$ cat src/rtl/zrle_pkg.sv
// Types and constants shared by the zero run-length encoder modules.
`default_nettype none
package zrle_pkg;

  // Depth of the command queue between the front and the back.
  localparam int QDEPTH = 4;
  localparam int QPTR_W = 2;
  localparam int QCNT_W = 3;

  localparam logic [7:0] MARKER_BYTE = 8'h00;
  localparam logic [7:0] SAT_BYTE    = 8'hFF;

  // What one input transaction asks the back to emit, in this order:
  // a saturated run, a closing run, then a literal.
  typedef struct packed {
    logic       run1;
    logic       run2;
    logic       lit;
    logic       last;
    logic [7:0] lit_byte;
  } cmd_t;

endpackage
`default_nettype wire

$ cat src/rtl/zrle_queue.sv
// Small command queue that decouples the front classifier from the back sequencer.
`default_nettype none
module zrle_queue #(
  parameter int CW = 32
) (
  input  wire logic            clk,
  input  wire logic            rst_n,
  input  wire logic            push,
  input  wire zrle_pkg::cmd_t  push_cmd,
  input  wire logic [CW-1:0]   push_cnt,
  input  wire logic            pop,
  output zrle_pkg::cmd_t       head_cmd,
  output logic [CW-1:0]        head_cnt,
  output logic                 empty,
  output logic                 full
);

  zrle_pkg::cmd_t                 cmd_mem_r [zrle_pkg::QDEPTH];
  logic [CW-1:0]                  cnt_mem_r [zrle_pkg::QDEPTH];
  logic [zrle_pkg::QPTR_W-1:0]    wr_ptr_r, wr_ptr_nxt;
  logic [zrle_pkg::QPTR_W-1:0]    rd_ptr_r, rd_ptr_nxt;
  logic [zrle_pkg::QCNT_W-1:0]    fill_r, fill_nxt;
  logic                           do_push, do_pop;

  assign empty    = (fill_r == '0);
  assign full     = (fill_r == zrle_pkg::QCNT_W'(zrle_pkg::QDEPTH));
  assign do_push  = push && !full;
  assign do_pop   = pop && !empty;
  assign head_cmd = cmd_mem_r[rd_ptr_r];
  assign head_cnt = cnt_mem_r[rd_ptr_r];

  always_comb begin
    wr_ptr_nxt = do_push ? wr_ptr_r + 1'b1 : wr_ptr_r;
    rd_ptr_nxt = do_pop ? rd_ptr_r + 1'b1 : rd_ptr_r;
    fill_nxt   = fill_r;
    if (do_push && !do_pop) begin
      fill_nxt = fill_r + 1'b1;
    end else if (do_pop && !do_push) begin
      fill_nxt = fill_r - 1'b1;
    end
  end

  always_ff @(posedge clk) begin
    if (!rst_n) begin
      wr_ptr_r <= '0;
      rd_ptr_r <= '0;
      fill_r   <= '0;
    end else begin
      wr_ptr_r <= wr_ptr_nxt;
      rd_ptr_r <= rd_ptr_nxt;
      fill_r   <= fill_nxt;
    end
  end

  always_ff @(posedge clk) begin
    if (do_push) begin
      cmd_mem_r[wr_ptr_r] <= push_cmd;
      cnt_mem_r[wr_ptr_r] <= push_cnt;
    end
  end

endmodule
`default_nettype wire

$ cat src/rtl/zrle_front.sv
// Front stage: tracks the open zero run and turns each input byte into a command.
`default_nettype none
module zrle_front #(
  parameter int COUNT_BYTES = 4
) (
  input  wire logic                      clk,
  input  wire logic                      rst_n,
  input  wire logic                      accept,
  input  wire logic [7:0]                in_byte,
  input  wire logic                      in_block_end,
  output logic                           cmd_push,
  output zrle_pkg::cmd_t                 cmd,
  output logic [8*COUNT_BYTES-1:0]       cmd_cnt
);

  localparam int CW = 8 * COUNT_BYTES;

  logic          run_open_r, run_open_nxt;
  logic [CW-1:0] cnt_r, cnt_nxt;
  logic [CW-1:0] cnt_new;
  logic          is_zero;

  assign is_zero = (in_byte == 8'h00);

  always_comb begin
    cmd          = '0;
    cmd.lit_byte = in_byte;
    cmd.last     = in_block_end;
    cmd_cnt      = cnt_r;
    cnt_new      = '0;
    run_open_nxt = run_open_r;
    cnt_nxt      = cnt_r;
    if (is_zero) begin
      if (!run_open_r) begin
        cnt_new = '0;
      end else if (cnt_r == '1) begin
        // The count is saturated: close this run and let this zero open a new one.
        cmd.run1 = 1'b1;
        cnt_new  = '0;
      end else begin
        cnt_new = cnt_r + 1'b1;
      end
      if (in_block_end) begin
        cmd.run2     = 1'b1;
        cmd_cnt      = cnt_new;
        run_open_nxt = 1'b0;
        cnt_nxt      = '0;
      end else begin
        run_open_nxt = 1'b1;
        cnt_nxt      = cnt_new;
      end
    end else begin
      cmd.run2     = run_open_r;
      cmd.lit      = 1'b1;
      run_open_nxt = 1'b0;
      cnt_nxt      = '0;
    end
  end

  assign cmd_push = accept && (cmd.run1 || cmd.run2 || cmd.lit);

  always_ff @(posedge clk) begin
    if (!rst_n) begin
      run_open_r <= 1'b0;
      cnt_r      <= '0;
    end else if (accept) begin
      run_open_r <= run_open_nxt;
      cnt_r      <= cnt_nxt;
    end
  end

endmodule
`default_nettype wire

$ cat src/rtl/zrle_back.sv
// Back stage: turns queued commands into encoded bytes in the output reg, one per unstalled cycle.
`default_nettype none
module zrle_back #(
  parameter int COUNT_BYTES = 4
) (
  input  wire logic                      clk,
  input  wire logic                      rst_n,
  input  wire zrle_pkg::cmd_t            head_cmd,
  input  wire logic [8*COUNT_BYTES-1:0]  head_cnt,
  input  wire logic                      q_empty,
  output logic                           q_pop,
  output logic                           empty,
  input  wire logic                      pop,
  output logic [7:0]                     out_byte,
  output logic                           out_final_byte
);

  localparam int CW    = 8 * COUNT_BYTES;
  localparam int IDX_W = $clog2(COUNT_BYTES + 1);

  logic             busy_r;
  logic             r1_r, r2_r, lit_r;
  logic [IDX_W-1:0] idx_r, idx_nxt;
  logic [CW-1:0]    sh_r, sh_nxt;
  logic             out_valid_r;
  logic [7:0]       out_byte_r, byte_nxt;
  logic             out_final_r;

  logic r1, r2, lit;
  logic seg_run1, seg_run2, seg_lit;
  logic seg_done, emit, advance;
  logic r1_n, r2_n, lit_n, cmd_done;

  assign advance = !out_valid_r || pop;
  assign emit    = advance && (busy_r || !q_empty);

  assign r1  = busy_r ? r1_r  : head_cmd.run1;
  assign r2  = busy_r ? r2_r  : head_cmd.run2;
  assign lit = busy_r ? lit_r : head_cmd.lit;

  assign seg_run1 = r1;
  assign seg_run2 = !r1 && r2;
  assign seg_lit  = !r1 && !r2;
  assign seg_done = seg_lit || (idx_r == IDX_W'(COUNT_BYTES));

  assign r1_n     = r1 && !(seg_run1 && seg_done);
  assign r2_n     = r2 && !(seg_run2 && seg_done);
  assign lit_n    = lit && !seg_lit;
  assign cmd_done = !(r1_n || r2_n || lit_n);
  assign q_pop    = emit && cmd_done;

  always_comb begin
    sh_nxt = sh_r;
    if (seg_lit) begin
      byte_nxt = head_cmd.lit_byte;
      idx_nxt  = '0;
    end else begin
      if (idx_r == '0) begin
        byte_nxt = zrle_pkg::MARKER_BYTE;
      end else if (seg_run1) begin
        byte_nxt = zrle_pkg::SAT_BYTE;
      end else begin
        byte_nxt = sh_r[CW-1 -: 8];
      end
      idx_nxt = seg_done ? '0 : idx_r + 1'b1;
      if (seg_run2) begin
        sh_nxt = (idx_r == '0) ? head_cnt : (sh_r << 8);
      end
    end
  end

  always_ff @(posedge clk) begin
    if (!rst_n) begin
      busy_r      <= 1'b0;
      r1_r        <= 1'b0;
      r2_r        <= 1'b0;
      lit_r       <= 1'b0;
      idx_r       <= '0;
      out_valid_r <= 1'b0;
    end else begin
      if (emit) begin
        busy_r <= !cmd_done;
        r1_r   <= r1_n;
        r2_r   <= r2_n;
        lit_r  <= lit_n;
        idx_r  <= idx_nxt;
      end
      if (advance) begin
        out_valid_r <= emit;
      end
    end
  end

  always_ff @(posedge clk) begin
    if (emit) begin
      sh_r        <= sh_nxt;
      out_byte_r  <= byte_nxt;
      out_final_r <= head_cmd.last && cmd_done;
    end
  end

  assign empty          = !out_valid_r;
  assign out_byte       = out_byte_r;
  assign out_final_byte = out_final_r;

endmodule
`default_nettype wire

$ cat src/rtl/zero_run_length_encoder_top.sv
// Top level of the zero run-length encoder: front classifier, command queue and back sequencer.
//
// The encoder takes one source byte per transaction on a queue-style input
// (push/full) and delivers encoded bytes on a queue-style output (empty/pop).
// Nonzero bytes pass through as literals. A run of zeros is held open and
// emitted when it closes, on the next nonzero byte or at the end of the block,
// as a zero marker byte followed by COUNT_BYTES big-endian bytes counting the
// zeros after the first. If that count would overflow, the run is closed at
// the all-ones count and a new run starts, so no zero is lost. The last
// encoded byte of a block has out_final_byte set. The front classifies each
// accepted input transaction and writes any command it makes into a
// four-entry queue; the back expands commands at one encoded byte per cycle
// into an output register whenever the output is not stalled. Literals thus
// stream at one byte per cycle under the same condition; a closed run yields
// 1 + COUNT_BYTES output bytes (twice that when a saturated run closes too).
// A command keeps its queue entry until its last byte is emitted, so while
// the back drains a run the queue takes up to three further commands before
// full rises. Once full is high every input transaction waits, including
// zeros that only extend an open run and make no command. When the output
// side is idle and the queue is empty, the first encoded byte of an input
// transaction passes a queue entry and the output register before the ports.
`default_nettype none
module zero_run_length_encoder_top #(
  parameter int COUNT_BYTES = 4
) (
  input  wire logic       clk,
  input  wire logic       rst_n,
  input  wire logic       push,
  output logic            full,
  input  wire logic [7:0] in_byte,
  input  wire logic       in_block_end,
  output logic            empty,
  input  wire logic       pop,
  output logic [7:0]      out_byte,
  output logic            out_final_byte
);

  localparam int CW = 8 * COUNT_BYTES;

  logic           accept;
  logic           cmd_push;
  zrle_pkg::cmd_t cmd;
  logic [CW-1:0]  cmd_cnt;
  zrle_pkg::cmd_t head_cmd;
  logic [CW-1:0]  head_cnt;
  logic           q_empty, q_full, q_pop;

  // The input side stalls only when the command queue has no room.
  assign full   = q_full;
  assign accept = push && !q_full;

  zrle_front #(.COUNT_BYTES(COUNT_BYTES)) u_front (
    .clk          (clk),
    .rst_n        (rst_n),
    .accept       (accept),
    .in_byte      (in_byte),
    .in_block_end (in_block_end),
    .cmd_push     (cmd_push),
    .cmd          (cmd),
    .cmd_cnt      (cmd_cnt)
  );

  zrle_queue #(.CW(CW)) u_queue (
    .clk      (clk),
    .rst_n    (rst_n),
    .push     (cmd_push),
    .push_cmd (cmd),
    .push_cnt (cmd_cnt),
    .pop      (q_pop),
    .head_cmd (head_cmd),
    .head_cnt (head_cnt),
    .empty    (q_empty),
    .full     (q_full)
  );

  zrle_back #(.COUNT_BYTES(COUNT_BYTES)) u_back (
    .clk            (clk),
    .rst_n          (rst_n),
    .head_cmd       (head_cmd),
    .head_cnt       (head_cnt),
    .q_empty        (q_empty),
    .q_pop          (q_pop),
    .empty          (empty),
    .pop            (pop),
    .out_byte       (out_byte),
    .out_final_byte (out_final_byte)
  );

endmodule
`default_nettype wire

$ cat config.mk
export PLATFORM = sky130hd
export DESIGN_NAME = zero_run_length_encoder_top
export DESIGN_NICKNAME = d
export VERILOG_FILES = /design/src/rtl/zrle_pkg.sv /design/src/rtl/zrle_queue.sv /design/src/rtl/zrle_front.sv /design/src/rtl/zrle_back.sv /design/src/rtl/zero_run_length_encoder_top.sv
export SDC_FILE = /design/constraint.sdc
export NUM_CORES = 1
export LEC_CHECK = 0
export ABC_AREA = 1
export BUFFER_PORTS_ARGS = -buffer_cell sky130_fd_sc_hd__clkbuf_2
export CAP_MARGIN = 0
export CORE_MARGIN = 3
export CORE_UTILIZATION = 57
export DETAILED_ROUTE_END_ITERATION = 16
export PLACE_DENSITY_LB_ADDON = 0.12
export SETUP_SLACK_MARGIN = 0.3
export SYNTH_ARGS = -nofsm -noshare
export SYNTH_HDL_FRONTEND = slang
export SYNTH_SLANG_ARGS = --single-unit
$ cat constraint.sdc
create_clock -name clk -period 3.8 [get_ports clk]
set_input_delay 0 -clock clk [delete_from_list [all_inputs] [get_ports clk]]
set_output_delay 0 -clock clk [all_outputs]
set_load 0.05 [all_outputs]
* After elaboration in Yosys (flattened, before gate mapping)
Memories as Yosys holds them, arrays and structs flattened. A register that Yosys moved wholly into a read port is not among the register bits. Index checks and enable logic that the tools add are counted.
Storage, ports and cells: register bits 89, memory bits (writable) 176, bits of input ports 13, memories kept 2
Cells by class: add/subtract/negate cells 6, equality and inequality tests 3, muxes and demuxes 31, bitwise operators 1, reductions and logical operators 39
Memory list:
- u_queue.cnt_mem_r | depth 4, width 32, read ports 1, clocked after Yosys merged registers in 1, write ports 1, RTL line zrle_queue.sv:19 | logic [CW-1:0] cnt_mem_r [zrle_pkg::QDEPTH];
- u_queue.cmd_mem_r | depth 4, width 12, read ports 1, clocked after Yosys merged registers in 1, write ports 1, RTL line zrle_queue.sv:18 | zrle_pkg::cmd_t cmd_mem_r [zrle_pkg::QDEPTH];
Operators by type and width (number):
- 32-bit 2-to-1 mux | 7
- 32-bit by 1-bit adder with 32-bit output, second input constant | 1
- 32-bit == test, second input constant | 1
- 8-bit 2-to-1 mux | 3
- 1-bit logical AND | 16
- 1-bit 2-to-1 mux | 13
- 3-bit 2-to-1 mux | 4
- 1-bit logical NOT | 11
- 8-bit logical NOT | 1
- 2-bit 2-to-1 mux | 4
- 1-bit logical OR | 7
- 3-bit by 1-bit adder with 3-bit output, second input constant | 2
- 3-bit == test, second input constant | 2
- 3-bit logical NOT | 2
- 2-bit by 1-bit adder with 2-bit output, second input constant | 2
- 3-bit AND reduction | 1
- 3-bit by 1-bit subtractor with 3-bit output, second input constant | 1
- 2-bit nonzero test | 1
- 1-bit inverter | 1

* Longest topological paths before layout
depth in word-level cells 15, mapped depth 18, mapped depth without buffers 18

* Hierarchy
From an unflattened synthesis, not the netlist that was laid out.
Unflattened totals: cell total of the unflattened synthesis 1165, area, all modules 12111.6 um^2
By module, submodules not included:
- zrle_queue | times used 1, cells an instance 495, area each 7095.6 um^2, sequential area each 5465.2 um^2
- zrle_front | times used 1, cells an instance 482, area each 2776.4 um^2, sequential area each 660.6 um^2
- zrle_back | times used 1, cells an instance 186, area each 2229.6 um^2, sequential area each 1391.3 um^2
- zero_run_length_encoder_top | times used 1, cells an instance 2, area each 10.0 um^2, sequential area each 0.0 um^2

* Worst setup path before layout
OpenSTA, ideal clock, no wires.
kind register to register, start reg u_front.cnt_r[0], end mem u_queue.cmd_mem_r[0][0] in the netlist's numbering (enable), arrival time 3.291 ns, path slack 0.064 ns, cell stages (with the launch flop) 12, path through dfxtp_1 ha_1 nand2_1 nor2_4 nand2_1 nor2_4 nand4_4 inv_2 nand2_1 nand3_2 nand2_2 nor2_1
On the way: word-level cells in the longest chain between the ends 10
RTL lines:
- start: declaration | RTL line zrle_front.sv:19 | logic [CW-1:0] cnt_r, cnt_nxt;
- start signal: assignment | RTL line zrle_front.sv:68 | cnt_r <= cnt_nxt;
- 32-bit == test | RTL line zrle_front.sv:36 | end else if (cnt_r == '1) begin
- 1-bit 2-to-1 mux | RTL line zrle_front.sv:36
- 1-bit 2-to-1 mux | RTL line zrle_front.sv:34 | if (!run_open_r) begin
- 1-bit 2-to-1 mux | RTL line zrle_front.sv:33 | if (is_zero) begin
- 1-bit logical OR (2 in a row) | RTL line zrle_front.sv:60 | assign cmd_push = accept && (cmd.run1 || cmd.run2 || cmd.lit);
- 1-bit logical AND | RTL line zrle_front.sv:60
- 1-bit logical AND | RTL line zrle_queue.sv:27 | assign do_push = push && !full;
- 1-bit 2-to-1 mux | RTL line zrle_queue.sv:56 | if (do_push) begin
- 1-bit 2-to-1 mux (not written as such) | RTL line zrle_queue.sv:57 | cmd_mem_r[wr_ptr_r] <= push_cmd;
- end: declaration | RTL line zrle_queue.sv:18
Every way passes these cells.

* Final worst setup path
start reg u_front.cnt_r[0], end reg u_queue.fill_r[2] in the netlist's numbering
On the way: word-level cells in the longest chain between the ends 11
RTL lines:
- 32-bit == test (*) | RTL line zrle_front.sv:36
- 1-bit 2-to-1 mux (*) | RTL line zrle_front.sv:36
- 1-bit 2-to-1 mux (*) | RTL line zrle_front.sv:34
- 1-bit 2-to-1 mux (*) | RTL line zrle_front.sv:33
- 1-bit logical OR (*) (2 in a row) | RTL line zrle_front.sv:60
- 1-bit logical AND (*) | RTL line zrle_front.sv:60
- 1-bit logical AND (*) | RTL line zrle_queue.sv:27
- named net u_queue.do_push | RTL line zrle_queue.sv:23 | logic do_push, do_pop;
- 1-bit logical NOT | RTL line zrle_queue.sv:38 | end else if (do_pop && !do_push) begin
- 1-bit logical AND | RTL line zrle_queue.sv:38
- 2-bit nonzero test (no source line)
- end signal: assignment | RTL line zrle_queue.sv:51 | fill_r <= fill_nxt;
- end: declaration | RTL line zrle_queue.sv:22 | logic [zrle_pkg::QCNT_W-1:0] fill_r, fill_nxt;
The timed path passes the listed nets; every way through them passes the cells marked *. A chain may end at the register's enable or synchronous reset.

==> flow_summary.yaml <==
cells_and_area:
  drive_above_1_share_pct: 9.41
  layout_common_cells: "nor2_1 (244), edfxtp_1 (217), nand2_1 (173), o21ai_0 (92), a21oi_1 (84)"
  num_antenna_cells: 0
  final_cells: 1513
  final_common_cell: "nor2_1"
  nNetsFinal: 1246
  area_delta_synth_final_pct: 12.1
  final_cell_area_sq_um: 13300
timing:
  setup_viol: 0
  max_freq_mhz: 341
  hold_violations: 0
  fin_tns_setup_ps: 0
  finalMaxSlewViolations: 0
  fin_crit_ps: 2930
  fin_crit_sh_pct: 77.1
  worst_pin_slew_ps: 1140
  relSlewSlack_pct: 24.2
  fin_skew_ps: 12.6
  rsz0062_at_grt: "false"
cts:
  cts_buffers: 28
  cts_buffer_depth: 3
  cts_setup_buffers: 0
  ctsRootBufferMaster: "clkbuf_16"
  cts_tree: "yes"
  cts_resized: 0
  cts.sinks: 267
  clk_latency_ps: 540
  htreeDepth: 1
  path_clk_slew_ps: 60
global_routing:
  overflow: 0
  grt_max_degree: 81
  grt_pass1_vias: 8088
  antenna_found_initial: 0
  grt_pass1_wl_um: 43500
  grtUsageTotal_pct: 24.7
worst_setup_path:
  ff2ff_setup_slack_ps: 870
  start_kind: "flop"
  worstPathRequired_ps: 4230
  rr_worst_depth: 18
  r2r-end: "u_queue.fill_r[2]"
  path_class: "flop to flop"
  cp-end-kind: "flop"
  critPathMaxFanout: 5
  r2r-start: "u_front.cnt_r[0]"
  worstSetupStartpoint: "u_front.cnt_r[0]"
  cp.arrival_ps: 3360
  crit_path_end: "u_queue.fill_r[2]"
drt:
  drcViolationCount: 0
  wirelength_um: 27500
  first_iter_violations: 696
  wl_per_cell_um: 18.2
  first_pass_iters: 5
  ant_nets: 0
  met3_length_um: 1900
  m1WireLength_um: 12400
  top_layer_used: "met4"
  vias_per_cell: 5.67
  vias: 8579
  dr_wl_met2_um: 12500
place:
  gp_congestion: 0.935
  dp_hpwl_um: 16600
  dpl.cell_count: 1450
  place_area_sq_um: 12300
  portBuffers: 23
pwr:
  pwr-share-comb_pct: 23.1
  internal-power_w: 0.00593
  switching_share_pct: 31.3
  powerDensity_nw_per_um2: 647
  seqPwrFrac_pct: 45.4
  p_leak_nw: 4.84
  pwr-share-clk_pct: 31.4
  p_sw_w: 0.00270
  ir_worst_vdd_v: 0.000468
logic_synthesis:
  netlist_instances: 1201
  ys_seq_area_share_pct: 63.2
  ys_ff_latch: 267
  synthesis.nets: 1223
  syn_area_sq_um: 11900
  synth_area_per_cell_sq_um: 9.91
  ys_types: 41
  synth_warnings: 0
die:
  die_area_sq_um: 22600
  io-pin-count: 24
  coreArea_sq_um: 20400
  row_count: 52
  start_util_pct: 58.4
  die_h_um: 150
  die_x_um: 150
status:
  status: "complete, no violations"
job:
  cap_violations: 0
min_path:
  min_path_type: "input pin to flop"
==> sequential cells by signal, indices dropped and copies added (netlist names), 2 cells and up, named ones only <==
signal / count
u_back.sh_r: 32
u_back.out_byte: 8
u_queue.rd_ptr_r: 2
u_queue.cmd_mem_r: 48
u_back.idx_r: 3
u_queue.fill_r: 3
u_queue.wr_ptr_r: 2
u_front.cnt_r: 32
u_queue.cnt_mem_r: 128
==> layout make-up <==
class,instances,area (sq um)
clock buffer,38,738
clock inverter,11,170
fill,1596,7030
inverter,90,338
multi-input combinational,785,3830
sequential,267,7520
tap,270,338
timing repair buffer,52,393
==> cell usage after synthesis <==
library cell,instances,area (sq um)
a211oi_1,2,15.0
a21o_1,2,15.0
a21oi_1,84,420
a21oi_2,1,8.76
a221o_1,8,80.1
a221oi_1,1,8.76
a22oi_1,3,22.5
a31oi_1,24,150
buf_1,13,48.8
buf_2,13,65.1
buf_4,3,22.5
buf_6,2,22.5
clkbuf_1,28,105
clkinv_1,2,7.51
dfxtp_1,50,1000
edfxtp_1,217,6520
fa_1,1,20.0
ha_1,8,100
inv_1,80,300
inv_2,8,30.0
nand2_1,173,649
nand2_2,2,12.5
nand3_1,49,245
nand3_2,2,20.0
nand4_1,30,188
nand4_2,2,25.0
nand4_4,1,21.3
nor2_1,250,938
nor2_2,4,25.0
nor2_4,3,33.8
nor3_1,13,65.1
nor3_2,1,10.0
nor3_4,3,48.8
nor3b_1,1,7.51
o211ai_1,1,7.51
o21a_1,5,37.5
o21ai_0,92,460
o21ai_1,2,10.0
o21bai_1,1,7.51
or2_2,6,37.5
xor2_1,10,87.6
==> routing by layer <==
metal / global-route usage (%) / up-vias
li1: - / 4183
met1: 36.0 / 4056
met2: 38.4 / 286
met3: 4.24 / 54
met4: 7.23 / 0
met5: 0 / -
==> what timing repair did <==
action                                  CTS  global route
hold buffers                             14             0
endpoints found under the setup margin    0             0
endpoints found under the hold margin    49             0
==> logic make-up (layout without fill, tap and decap cells) <==
family | after synthesis | in the layout | synth area share, %
AO/OA/AOI/OAI | 226 | 226 | 10.5
XOR/XNOR | 10 | 10 | 0.736
adder cells (fa/ha/maj) | 9 | 9 | 1.01
buffers and inverters | 149 | 191 | 5.06
flip-flops | 267 | 267 | 63.2
AND/OR/NAND/NOR | 540 | 540 | 19.6
==> critical path, cell delays in order (launching register included) <==
cell	delay, ps
dfxtp_1	370
ha_1	180
nand2_1	100
nor2_4	150
nand2_1	160
nor2_4	180
nand4_4	90
inv_2	80
nand2_1	60
nand3_2	140
nand2_2	160
inv_1	110
ha_1	150
inv_1	60
fa_1	380
a21oi_1	140
o21ai_0	120
o21ai_0	160
a21oi_1	50
==> metrics by stage <==
step	total power, W	util (%)	setup slack [ps]	hold slack, ps
4_1_cts	0.00869	65.5	847	221
3_3_place_gp	0.00594	60.3	888	242
3_5_place_dp	0.00596	60.3	850	237
5_1_grt	0.00908	65.5	517	244
2_1_floorplan	0.00538	-	63.9	98.9
6_report	0.00863	65.5	870	251
==> worst min-delay path by stage <==
stage,start,end,cells after the start
after global routing,in_byte[7],u_queue.cmd_mem_r[3][7],2
after detailed placement,in_byte[7],u_queue.cmd_mem_r[3][7],1
after CTS,in_byte[7],u_queue.cmd_mem_r[3][7],2
after floorplan,in_byte[0],u_queue.cmd_mem_r[0][0],0
final,in_byte[7],u_queue.cmd_mem_r[3][7],2
after global placement,in_byte[2],u_queue.cmd_mem_r[3][2],1
==> power by group through the flow <==
stage | Sequential, W | Combinational (W) | Clock (W)
detailed placement | 0.00398 | 0.00198 | 0
floorplan | 0.00412 | 0.00126 | 0
global placement | 0.00397 | 0.00197 | 0
global route | 0.00396 | 0.00224 | 0.00287
CTS | 0.00393 | 0.00201 | 0.00275
finish | 0.00392 | 0.00200 | 0.00271
No activity file was read; power rests on OpenSTA's default activity.
